--- config.mk ---
export PLATFORM = sky130hd
export DESIGN_NAME = add_sub_paren_expression_eval
export DESIGN_NICKNAME = d
export VERILOG_FILES = /design/src/asp_pkg.sv /design/src/asp_stack.sv /design/src/asp_step.sv /design/src/add_sub_paren_expression_eval.sv
export SDC_FILE = /design/constraint.sdc
export NUM_CORES = 2
export LEC_CHECK = 0
export ABC_AREA = 1
export BUFFER_PORTS_ARGS = -buffer_cell sky130_fd_sc_hd__buf_2
export CAP_MARGIN = 20
export CORE_ASPECT_RATIO = 1.2
export CORE_UTILIZATION = 45
export DETAILED_ROUTE_END_ITERATION = 10
export GPL_TIMING_DRIVEN = 0
export HOLD_SLACK_MARGIN = 0.1
export PLACE_DENSITY = 0.67
export SLEW_MARGIN = 20
export SYNTH_ARGS = -nofsm -noshare
export SYNTH_HDL_FRONTEND = slang
export SYNTH_SLANG_ARGS = --single-unit
--- constraint.sdc ---
create_clock -name clk_i -period 7.82 [get_ports clk_i]
set_clock_uncertainty 0.15 [all_clocks]
set_input_delay 0.782 -clock clk_i [delete_from_list [all_inputs] [get_ports clk_i]]
set_output_delay 0.782 -clock clk_i [all_outputs]
set_load 0.01 [all_outputs]
--- src/asp_pkg.sv ---
`timescale 1ns / 1ps

package asp_pkg;

  localparam int unsigned StackDepthDefault = 32;
  localparam int unsigned ValueWidthDefault = 32;
  localparam int unsigned ValueOutWidth     = 32;
  localparam int unsigned CharWidth         = 8;

  localparam logic [CharWidth-1:0] CharPlus   = 8'h2B;
  localparam logic [CharWidth-1:0] CharMinus  = 8'h2D;
  localparam logic [CharWidth-1:0] CharLParen = 8'h28;
  localparam logic [CharWidth-1:0] CharRParen = 8'h29;
  localparam logic [CharWidth-1:0] CharSpace  = 8'h20;
  localparam logic [CharWidth-1:0] CharZero   = 8'h30;
  localparam logic [CharWidth-1:0] CharNine   = 8'h39;

  typedef enum logic [1:0] {
    StatusOk         = 2'd0,
    StatusOverflow   = 2'd1,
    StatusUnbalanced = 2'd2,
    StatusInvalid    = 2'd3
  } status_e;

  typedef struct packed {
    logic push;
    logic pop;
    logic clear;
  } stack_cmd_t;

endpackage

--- src/asp_stack.sv ---
`timescale 1ns / 1ps

module asp_stack #(
  parameter int unsigned StackDepth = asp_pkg::StackDepthDefault,
  parameter int unsigned ValueWidth = asp_pkg::ValueWidthDefault,
  localparam int unsigned DepthW    = $clog2(StackDepth + 1),
  localparam int unsigned AddrW     = $clog2(StackDepth)
) (
  input  logic                  clk_i,
  input  logic                  rst_ni,
  input  asp_pkg::stack_cmd_t   cmd_i,
  input  logic [ValueWidth-1:0] push_sum_i,
  input  logic                  push_neg_i,
  output logic [ValueWidth-1:0] top_sum_o,
  output logic                  top_neg_o,
  output logic [DepthW-1:0]     depth_o
);

  localparam int unsigned FrameW = ValueWidth + 1;

  // top frame lives in registers, frames below it in the memory;
  // rd_q always holds the frame just under the top
  logic [FrameW-1:0] mem [StackDepth];
  logic [FrameW-1:0] top_q, top_d;
  logic [FrameW-1:0] rd_q;
  logic [DepthW-1:0] depth_q, depth_d;
  logic [DepthW-1:0] waddr_full, raddr_full;
  logic [AddrW-1:0]  waddr, raddr;
  logic              we;

  assign waddr_full = depth_q - DepthW'(1);
  assign raddr_full = depth_d - DepthW'(2);
  assign waddr      = waddr_full[AddrW-1:0];
  assign raddr      = raddr_full[AddrW-1:0];
  assign we         = cmd_i.push && (depth_q != '0);

  always_comb begin
    depth_d = depth_q;
    top_d   = top_q;
    if (cmd_i.push) begin
      depth_d = depth_q + DepthW'(1);
      top_d   = {push_neg_i, push_sum_i};
    end else if (cmd_i.pop) begin
      depth_d = depth_q - DepthW'(1);
      top_d   = rd_q;
    end
    if (cmd_i.clear) begin
      depth_d = '0;
    end
  end

  always_ff @(posedge clk_i or negedge rst_ni) begin
    if (!rst_ni) begin
      depth_q <= '0;
    end else begin
      depth_q <= depth_d;
    end
  end

  always_ff @(posedge clk_i) begin
    top_q <= top_d;
  end

  always_ff @(posedge clk_i) begin
    if (we) begin
      mem[waddr] <= top_q;
    end
    if (we && (waddr == raddr)) begin
      rd_q <= top_q;
    end else begin
      rd_q <= mem[raddr];
    end
  end

  assign top_sum_o = top_q[ValueWidth-1:0];
  assign top_neg_o = top_q[FrameW-1];
  assign depth_o   = depth_q;

endmodule

--- src/asp_step.sv ---
`timescale 1ns / 1ps

module asp_step #(
  parameter int unsigned StackDepth = asp_pkg::StackDepthDefault,
  parameter int unsigned ValueWidth = asp_pkg::ValueWidthDefault,
  localparam int unsigned DepthW    = $clog2(StackDepth + 1)
) (
  input  logic [asp_pkg::CharWidth-1:0] character_i,
  input  logic                          last_i,
  input  logic [ValueWidth-1:0]         accum_i,
  input  logic [ValueWidth-1:0]         sum_i,
  input  logic                          sign_i,
  input  asp_pkg::status_e              status_i,
  input  logic [DepthW-1:0]             depth_i,
  input  logic [ValueWidth-1:0]         top_sum_i,
  input  logic                          top_neg_i,
  output logic [ValueWidth-1:0]         accum_o,
  output logic [ValueWidth-1:0]         sum_o,
  output logic                          sign_o,
  output asp_pkg::status_e              status_o,
  output asp_pkg::stack_cmd_t           cmd_o,
  output logic [ValueWidth-1:0]         push_sum_o,
  output logic                          push_neg_o,
  output logic [ValueWidth-1:0]         result_value_o,
  output asp_pkg::status_e              result_status_o
);

  logic                  is_digit;
  logic [ValueWidth-1:0] digit;
  logic [ValueWidth-1:0] accum_mac;
  logic [ValueWidth-1:0] folded;
  logic [ValueWidth-1:0] tail_sum;
  logic                  need_fold;
  logic                  open_at_end;
  asp_pkg::status_e      err;
  asp_pkg::status_e      status_mid;

  assign is_digit  = (character_i >= asp_pkg::CharZero) && (character_i <= asp_pkg::CharNine);
  assign digit     = ValueWidth'(character_i[3:0]);
  assign accum_mac = (accum_i << 3) + (accum_i << 1) + digit;
  assign folded    = sign_i ? (sum_i - accum_i) : (sum_i + accum_i);

  always_comb begin
    accum_o     = accum_i;
    sum_o       = sum_i;
    sign_o      = sign_i;
    cmd_o       = '0;
    push_sum_o  = sum_i;
    push_neg_o  = sign_i;
    err         = asp_pkg::StatusOk;
    need_fold   = 1'b0;
    cmd_o.clear = last_i;
    priority if (is_digit) begin
      accum_o   = accum_mac;
      need_fold = 1'b1;
    end else if ((character_i == asp_pkg::CharPlus) ||
                 (character_i == asp_pkg::CharMinus)) begin
      sum_o   = folded;
      accum_o = '0;
      sign_o  = (character_i == asp_pkg::CharMinus);
    end else if (character_i == asp_pkg::CharLParen) begin
      if (depth_i < DepthW'(StackDepth)) begin
        cmd_o.push = 1'b1;
        sum_o      = '0;
        accum_o    = '0;
        sign_o     = 1'b0;
      end else begin
        err       = asp_pkg::StatusOverflow;
        need_fold = 1'b1;
      end
    end else if (character_i == asp_pkg::CharRParen) begin
      accum_o = '0;
      sign_o  = 1'b0;
      if (depth_i != '0) begin
        cmd_o.pop = 1'b1;
        sum_o     = top_neg_i ? (top_sum_i - folded) : (top_sum_i + folded);
      end else begin
        sum_o = folded;
        err   = asp_pkg::StatusUnbalanced;
      end
    end else if (character_i == asp_pkg::CharSpace) begin
      need_fold = 1'b1;
    end else begin
      err       = asp_pkg::StatusInvalid;
      need_fold = 1'b1;
    end
  end

  assign status_mid = (status_i != asp_pkg::StatusOk) ? status_i : err;
  assign status_o   = status_mid;

  always_comb begin
    priority if (cmd_o.push) begin
      open_at_end = 1'b1;
    end else if (cmd_o.pop) begin
      open_at_end = (depth_i != DepthW'(1));
    end else begin
      open_at_end = (depth_i != '0);
    end
  end

  // sum and sign are untouched whenever the number is still pending
  assign tail_sum       = sign_i ? (sum_i - accum_o) : (sum_i + accum_o);
  assign result_value_o = need_fold ? tail_sum : sum_o;
  assign result_status_o = ((status_mid == asp_pkg::StatusOk) && open_at_end) ?
                           asp_pkg::StatusUnbalanced : status_mid;

endmodule

--- src/add_sub_paren_expression_eval.sv ---
`timescale 1ns / 1ps

// Evaluates an infix expression of decimal numbers, unary and binary + and -,
// nested parentheses and spaces, fed as one ASCII character per item. One
// item is taken every clock cycle unless in_stall_o is high; the value and
// status of an expression appear on the output in the cycle after the item
// marked last is taken and are held until the output is no longer stalled.
// Only an item marked last waits on a stalled output; other items keep
// flowing. Parenthesis frames sit in an on-chip stack whose top frame is
// held in registers and whose next frame is read ahead every cycle.
// Status is the first error seen: stack overflow (the open parenthesis is
// dropped), unbalanced parentheses, or an invalid character (ignored).
// Sums wrap modulo 2^VALUE_WIDTH; value_o carries the low 32 bits.

module add_sub_paren_expression_eval #(
  parameter int unsigned STACK_DEPTH = asp_pkg::StackDepthDefault,
  parameter int unsigned VALUE_WIDTH = asp_pkg::ValueWidthDefault
) (
  input  logic                                    clk_i,
  input  logic                                    rst_ni,
  input  logic                                    in_valid_i,
  output logic                                    in_stall_o,
  input  logic [asp_pkg::CharWidth-1:0]           character_i,
  input  logic                                    last_i,
  output logic                                    out_valid_o,
  input  logic                                    out_stall_i,
  output logic signed [asp_pkg::ValueOutWidth-1:0] value_o,
  output logic [1:0]                              status_o
);

  localparam int unsigned DepthW = $clog2(STACK_DEPTH + 1);

  logic                    accept;
  logic [VALUE_WIDTH-1:0]  accum_q, accum_d;
  logic [VALUE_WIDTH-1:0]  sum_q, sum_d;
  logic                    sign_q, sign_d;
  asp_pkg::status_e        status_q, status_d;
  asp_pkg::stack_cmd_t     step_cmd, stack_cmd;
  logic [VALUE_WIDTH-1:0]  push_sum;
  logic                    push_neg;
  logic [VALUE_WIDTH-1:0]  top_sum;
  logic                    top_neg;
  logic [DepthW-1:0]       depth;
  logic [VALUE_WIDTH-1:0]  result_value;
  asp_pkg::status_e        result_status;
  logic                    out_valid_q;
  logic [asp_pkg::ValueOutWidth-1:0] value_q;
  asp_pkg::status_e        out_status_q;

  assign in_stall_o = out_valid_q && out_stall_i && last_i;
  assign accept     = in_valid_i && !in_stall_o;

  asp_step #(
    .StackDepth (STACK_DEPTH),
    .ValueWidth (VALUE_WIDTH)
  ) u_step (
    .character_i     (character_i),
    .last_i          (last_i),
    .accum_i         (accum_q),
    .sum_i           (sum_q),
    .sign_i          (sign_q),
    .status_i        (status_q),
    .depth_i         (depth),
    .top_sum_i       (top_sum),
    .top_neg_i       (top_neg),
    .accum_o         (accum_d),
    .sum_o           (sum_d),
    .sign_o          (sign_d),
    .status_o        (status_d),
    .cmd_o           (step_cmd),
    .push_sum_o      (push_sum),
    .push_neg_o      (push_neg),
    .result_value_o  (result_value),
    .result_status_o (result_status)
  );

  assign stack_cmd.push  = accept && step_cmd.push;
  assign stack_cmd.pop   = accept && step_cmd.pop;
  assign stack_cmd.clear = accept && step_cmd.clear;

  asp_stack #(
    .StackDepth (STACK_DEPTH),
    .ValueWidth (VALUE_WIDTH)
  ) u_stack (
    .clk_i      (clk_i),
    .rst_ni     (rst_ni),
    .cmd_i      (stack_cmd),
    .push_sum_i (push_sum),
    .push_neg_i (push_neg),
    .top_sum_o  (top_sum),
    .top_neg_o  (top_neg),
    .depth_o    (depth)
  );

  always_ff @(posedge clk_i or negedge rst_ni) begin
    if (!rst_ni) begin
      accum_q  <= '0;
      sum_q    <= '0;
      sign_q   <= 1'b0;
      status_q <= asp_pkg::StatusOk;
    end else if (accept) begin
      if (last_i) begin
        accum_q  <= '0;
        sum_q    <= '0;
        sign_q   <= 1'b0;
        status_q <= asp_pkg::StatusOk;
      end else begin
        accum_q  <= accum_d;
        sum_q    <= sum_d;
        sign_q   <= sign_d;
        status_q <= status_d;
      end
    end
  end

  always_ff @(posedge clk_i or negedge rst_ni) begin
    if (!rst_ni) begin
      out_valid_q <= 1'b0;
    end else if (accept && last_i) begin
      out_valid_q <= 1'b1;
    end else if (!out_stall_i) begin
      out_valid_q <= 1'b0;
    end
  end

  always_ff @(posedge clk_i) begin
    if (accept && last_i) begin
      value_q      <= asp_pkg::ValueOutWidth'(result_value);
      out_status_q <= result_status;
    end
  end

  assign out_valid_o = out_valid_q;
  assign value_o     = value_q;
  assign status_o    = out_status_q;

endmodule

* Word level (Yosys, flattened, before mapping)
Memories as Yosys holds them, arrays and structs flattened. A register that Yosys moved wholly into a read port is not among the register bits.
Cells that the tools add are included.
** Cells by class
- Order comparisons :: 3
- Multiplexer cells :: 55
- Eq/ne operators :: 9
- Reduce and logical (&&, ||, !) cells :: 17
- Add/sub/neg operators :: 11
** Operator list (number)
- 2-to-1 mux 32 bit :: 17
- adder 32 bit :: 4
- subtractor 32 bit :: 3
- 2-to-1 mux 33 bit :: 2
- == test 8 x 6 -> 1 bit, second input constant :: 5
- adder 32 x 4 -> 32 bit :: 1
- 2-to-1 mux 1 bit :: 23
- 2-to-1 mux 2 bit :: 10
- 2-to-1 mux 6 bit :: 3
- logical AND 1 bit :: 9
- >= comparator 8 x 6 -> 1 bit, second input constant :: 1
- <= comparator 8 x 6 -> 1 bit, second input constant :: 1
- adder 6 x 1 -> 6 bit, second input constant :: 1
- < comparator 6 bit, second input constant :: 1
- inequality test 6 x 1 -> 1 bit, second input constant :: 1
- nonzero test 6 bit :: 1
- subtractor 6 x 1 -> 6 bit, second input constant :: 1
- subtractor 5 x 2 -> 5 bit, second input constant :: 1
- inequality test 4 x 3 -> 1 bit, second input constant :: 1
- AND reduction 4 bit :: 1
- nonzero test 2 bit :: 2
- nonzero test 4 bit :: 1
- zero test 2 bit :: 1
- inequality test 2 x 1 -> 1 bit, second input constant :: 1
- 3 further kinds :: 3
** Word-level totals
- Output and inout port bits :: 36
- Memories kept :: 1
- Memory bits (writable) :: 1056
- Input bits :: 13
- Word-level logic and storage cells :: 105
- Register bits :: 141
** Memories
- u_stack.mem :: depth 32, width 33, rd ports 1, clocked after memory_dff 1, wr ports 1, RTL line asp_stack.sv:23 : logic [FrameW-1:0] mem [StackDepth];

* Depth between registers and ports, before layout
- Word-level depth :: 11
- Gate-level depth with buffers :: 47
- Depth with buffers taken out :: 47

* Cells and area by module
A second synthesis with hierarchy kept.
** Unflattened totals
- Cells, all modules :: 6568
- Area, all modules :: 61733.0 µm²
** Modules (own cells, without submodules)
- asp_stack :: times used 1, area each 44913.1 µm², cells each 3735
- asp_step :: times used 1, area each 13141.4 µm², cells each 2501
- add_sub_paren_expression_eval :: times used 1, area each 3678.5 µm², cells each 332

* Least setup slack after synthesis
No wires, ideal clock.
- Path kind :: register to register
- From :: reg accum_q[0]
- To :: reg value_q, in the netlist value_o[31], data pin
- Cell stages (with the launch flop) :: 39
- Setup slack :: 2.160 ns
- Data required time :: 7.421 ns
- Setup time :: 0.249 ns
- Arrival time :: 5.260 ns
- Period minus slack after synthesis :: 5.660 ns
- Cell sequence :: dfrtp_1 inv_1 ha_1 nand3_1 nor3_1 inv_1 nor2_1 nand2_1 nor3_1 nand2_1 or3b_1 o21ai_0 xor2_1 ha_1 nand2_1 nor2_1 and2_1 a21oi_1 (+3 left out) nor3_1 nand3b_1 xor2_1 nand2_1 o21ai_0 ha_1 a21oi_1 o21bai_1 a221oi_1 o21ai_0 a21oi_1 nand2_1 nand3_1 nand2_1 nand2_1 nand3_1 nand2_1 inv_1
** On the way
- Word-level cells in the longest chain between the ends :: 10
- Elaborated cells between the ends (all ways) :: 22
- Those cells by class :: add/sub (8); mux (14)
** RTL lines
- from (decl) :: RTL line add_sub_paren_expression_eval.sv:34 : logic [VALUE_WIDTH-1:0] accum_q, accum_d;
- from (signal assigned) :: RTL line add_sub_paren_expression_eval.sv:108 : accum_q <= accum_d;
- parallel branches: the longest is 9 deep, another holds adder 32 bit
- 2-to-1 mux 32 bit (*) :: RTL line asp_step.sv:104 : assign result_value_o = need_fold ? tail_sum : sum_o;
- via result_value[31] :: RTL line add_sub_paren_expression_eval.sv:44 : logic [VALUE_WIDTH-1:0] result_value;
- to (signal assigned) :: RTL line add_sub_paren_expression_eval.sv:128 : value_q <= asp_pkg::ValueOutWidth'(result_value);
- to (decl) :: RTL line add_sub_paren_expression_eval.sv:47 : logic [asp_pkg::ValueOutWidth-1:0] value_q;
Mark *: on every way through the listed nets, which the timed path passes.
A chain may end at the register's enable or synchronous reset.

* Final worst setup path
- From :: reg sign_q
- To :: reg value_q, in the netlist value_o[24], data pin
** On the way
- Word-level cells in the longest chain between the ends :: 9
- Elaborated cells between the ends (all ways) :: 11
- Those cells by class :: add/sub (2); mux (9)
** RTL lines
- from (decl) :: RTL line add_sub_paren_expression_eval.sv:36 : logic sign_q, sign_d;
- from (signal assigned) :: RTL line add_sub_paren_expression_eval.sv:110 : sign_q <= sign_d;
- 2-to-1 mux 32 bit :: RTL line asp_step.sv:41 : assign folded = sign_i ? (sum_i - accum_i) : (sum_i + accum_i);
- adder 32 bit / subtractor 32 bit (equally long branches) :: RTL line asp_step.sv:76 : sum_o = top_neg_i ? (top_sum_i - folded) : (top_sum_i + folded);
- 2-to-1 mux 32 bit :: RTL line asp_step.sv:76
- 2-to-1 mux 32 bit :: RTL line asp_step.sv:74 : if (depth_i != '0) begin
- 2-to-1 mux 32 bit :: RTL line asp_step.sv:71 : end else if (character_i == asp_pkg::CharRParen) begin
- 2-to-1 mux 32 bit :: RTL line asp_step.sv:61 : end else if (character_i == asp_pkg::CharLParen) begin
- 2-to-1 mux 32 bit :: RTL line asp_step.sv:56 : end else if ((character_i == asp_pkg::CharPlus) ||
- 2-to-1 mux 32 bit :: RTL line asp_step.sv:53 : priority if (is_digit) begin
- 2-to-1 mux 32 bit (*) :: RTL line asp_step.sv:104
- via result_value[24] :: RTL line add_sub_paren_expression_eval.sv:44
Mark *: on every way through the listed nets, which the timed path passes. The rest lies on a longest branch.

==> flow_summary.ini <==
[hold_path]
min_path_type = input port to asynchronous set/reset pin

[clock_network]
clockRootBuffer = clkbuf_16
clock_sinks = 1202
htree_levels = 3
post-cts-setup-buffers = 0
clk_latency_ns = 0.77
clk_pin_slew_ns = 0.07
numCtsBuffers = 117
cts_max_path_buffers = 3
cts_tree = done

[timing]
whs_ns = 0.379
fin_crit_ns = 7.46
maxSlewHeadroom = 0.0896
slew_violations = 0
hold_viol = 0
fmax_mhz = 134
worstMarginPinSlew_ns = 1.37
fin_crit_sh = 0.954
setup_viol = 0

[synth]
syn-cell-area_sq_um = 59200
avgSynthCellArea_sq_um = 9.99
yosys-top-cells-count = 1123 x edfxtp_1, 970 x nor2_1, 835 x o21ai_0
yosysMostFrequentCell = edfxtp_1
ys_warn_count = 0
ys_top_cells_by_area = edfxtp_1 57%, o21ai_0 7.1%, nor2_1 6.1%, nand2_1 4.8%, o22ai_1 3.4%
synth_top_area_cell = edfxtp_1
yosysSeqAreaShare = 0.602
syn_nets = 6109
synth_edf_count = 1123
synth_cells = 5930
ys_ff_latch = 1202
ys.flop_type = edfxtp_1
ys_async_sr_fraction = 0.0616
ys_types = 64
netlist.area_leader.share = 0.569

[floorplanning]
num_io_pins = 49
start_util = 0.454
dieArea_sq_um = 133000
die_x_microns = 333
coreArea_sq_um = 130000
fp.dieH_microns = 399
fp-row-count = 145

[drt]
routed_wl_mm = 227
wl_per_cell_microns = 28.4
first_iter_violations = 6610
vias = 49400
drc = 0
vias_per_cell = 6.18
firstDrtPassIters = 7
antenna_left = 0

[grt]
grt_pass1_vias = 46700
grt_pass1_wl_mm = 320
globalRouteTotalUtil = 0.335
grt_max_degree = 43
overflow = 0
antenna_found_initial = 7

[critical_path]
arrival_ns = 7.90
cp.required_ns = 8.26
reg2regPathDepth = 32
cp.depth = 32
cp-start-kind = flip-flop
critPathTopFamily = simple AND/OR/NAND/NOR gates
cpPeakStageDelay_ns = 0.67
crit_top_cell = nand2_1
path_class = flip-flop to flip-flop
end_kind = flip-flop
slowest_stage = dfrtp_1
worstPathMaxFanout = 10
crit_buf_inv = 5

[placement]
place_congestion = 1.03
dpl.hpwl_mm = 168
dp.cells = 7769
io_buffers = 48

[outcome]
status = finished clean

[final_layout]
multiInputGateArea_sq_um = 21000
register_area_sq_um = 35700
fillers = 11600
syn2layout_area_growth_pct = 14.8
drive_gt1_frac = 0.0781
finalNetCount = 6382
instances_no_fill = 7994

[power_and_ir_drop]
p_per_area_nw_per_um2 = 241
leakage_nw = 25.1
p_total_mw = 16.4
ir_drop_mv = 0.198

[job]
maxCapViolCount = 0
## worst register-to-register path: cells and delay by family (launching register included)
family	cells	cell delay [ns]
buf+inv	5	0.99
fa+ha+maj	2	0.75
flops	1	0.67
simple gates	16	2.47
xor+xnor	3	0.96
compound gates	6	1.26
## repair_timing
item	CTS	global route
resized for setup	1	34
hold buffers	2	0
setup endpoints to repair	1	16
gates cloned	0	0
pin swaps	0	4
hold endpoints to repair	33	0
## registers in the layout (all words and copies together), names as in the netlist, named ones only
name and count:
out_valid_o 1, sign_q 1, sum_q 32, accum_q 32
status_q 2, u_stack.mem 1056, status_o 2, value_o 32
u_stack.top_q 33, u_stack.depth_o 6
## path summary, 6_finish.rpt
| path | slack [ns] | startpoint | endpoint |
|---|---|---|---|
| min in group clk_i | 0.41 | out_valid_o | out_valid_o |
| max reg2reg | 0.36 | sign_q | value_o[24] |
| max in group asynchronous | 6.46 | rst_ni | accum_q[0] |
| min reg2reg | 0.41 | out_valid_o | out_valid_o |
| min | 0.38 | rst_ni | sum_q[26] |
| max | 0.36 | sign_q | value_o[24] |
## logic make-up after synthesis
| family | share of synthesized area |
|---|---|
| compound gates | 0.151 |
| fa+ha+maj | 0.0357 |
| xor+xnor | 0.0197 |
| simple gates | 0.141 |
| flops | 0.602 |
| buf+inv | 0.0506 |
## final cells by class
cell class,instances,share of cell area
Timing Repair Buffer,155,0.0354
Buffer,290,0.0166
Sequential cell,1202,0.524
Clock buffer,145,0.0452
Multi-Input combinational cell,3939,0.308
Tap cell,1690,0.0311
Antenna cell,2,0.0000736
Clock inverter,73,0.0114
Inverter,498,0.0275
## cells in the final DEF (no fill, tap or decap), types with 9 or more instances in the layout
cell	synthesis	final
edfxtp_1	1123	1123
nor2_1	970	933
o21ai_0	835	834
nand2_1	764	759
inv_1	462	461
o22ai_1	325	323
clkbuf_1	252	273
a21oi_1	212	210
nand3_1	175	175
ha_1	161	158
clkbuf_16	0	118
xor2_1	106	98
dfrtp_1	74	73
o221ai_1	71	71
buf_2	13	60
buf_8	0	43
nor3_1	40	38
nand4_1	37	37
buf_16	0	37
nor2_4	3	35
o21ai_1	36	35
inv_2	32	33
clkinv_1	4	30
buf_1	23	23
buf_12	0	23
xnor2_1	22	22
o211ai_1	20	20
nand2_2	11	16
nor2_2	11	16
clkinv_2	0	13
o21bai_1	12	12
bufinv_16	0	12
nand3b_1	11	11
a21o_1	9	9
## where the power goes
group	switching [mW]	internal (mW)	leakage (nW)	total (mW)
clock network	2.60	3.20	1.86	5.80
logic	2.51	1.02	12.1	3.54
registers	0.0430	7.01	11.2	7.05
total	5.16	11.2	25.1	16.4
## per-layer routing
layer	track usage	wire (microns)
met5	0	11
met4	0.257	21100
met3	0.0633	24500
met2	0.541	103000
met1	0.398	78400
## through the flow
| stage | util | TNS (ns) | setup WS (ns) | cell area (sq um) |
|---|---|---|---|---|
| 6_report | 0.522 | 0 | 0.358 | 68000 |
| 2_1_floorplan | - | 0 | 2.16 | 59200 |
| 4_1_cts | 0.520 | 0 | 0.0735 | 67800 |
| 3_3_place_gp | 0.472 | -0.0357 | -0.0357 | 61600 |
| 3_5_place_dp | 0.490 | 0 | 0.0350 | 63900 |
| 5_1_grt | 0.522 | -0.00893 | -0.00893 | 68000 |
No activity file was read; power rests on OpenSTA's default activity.
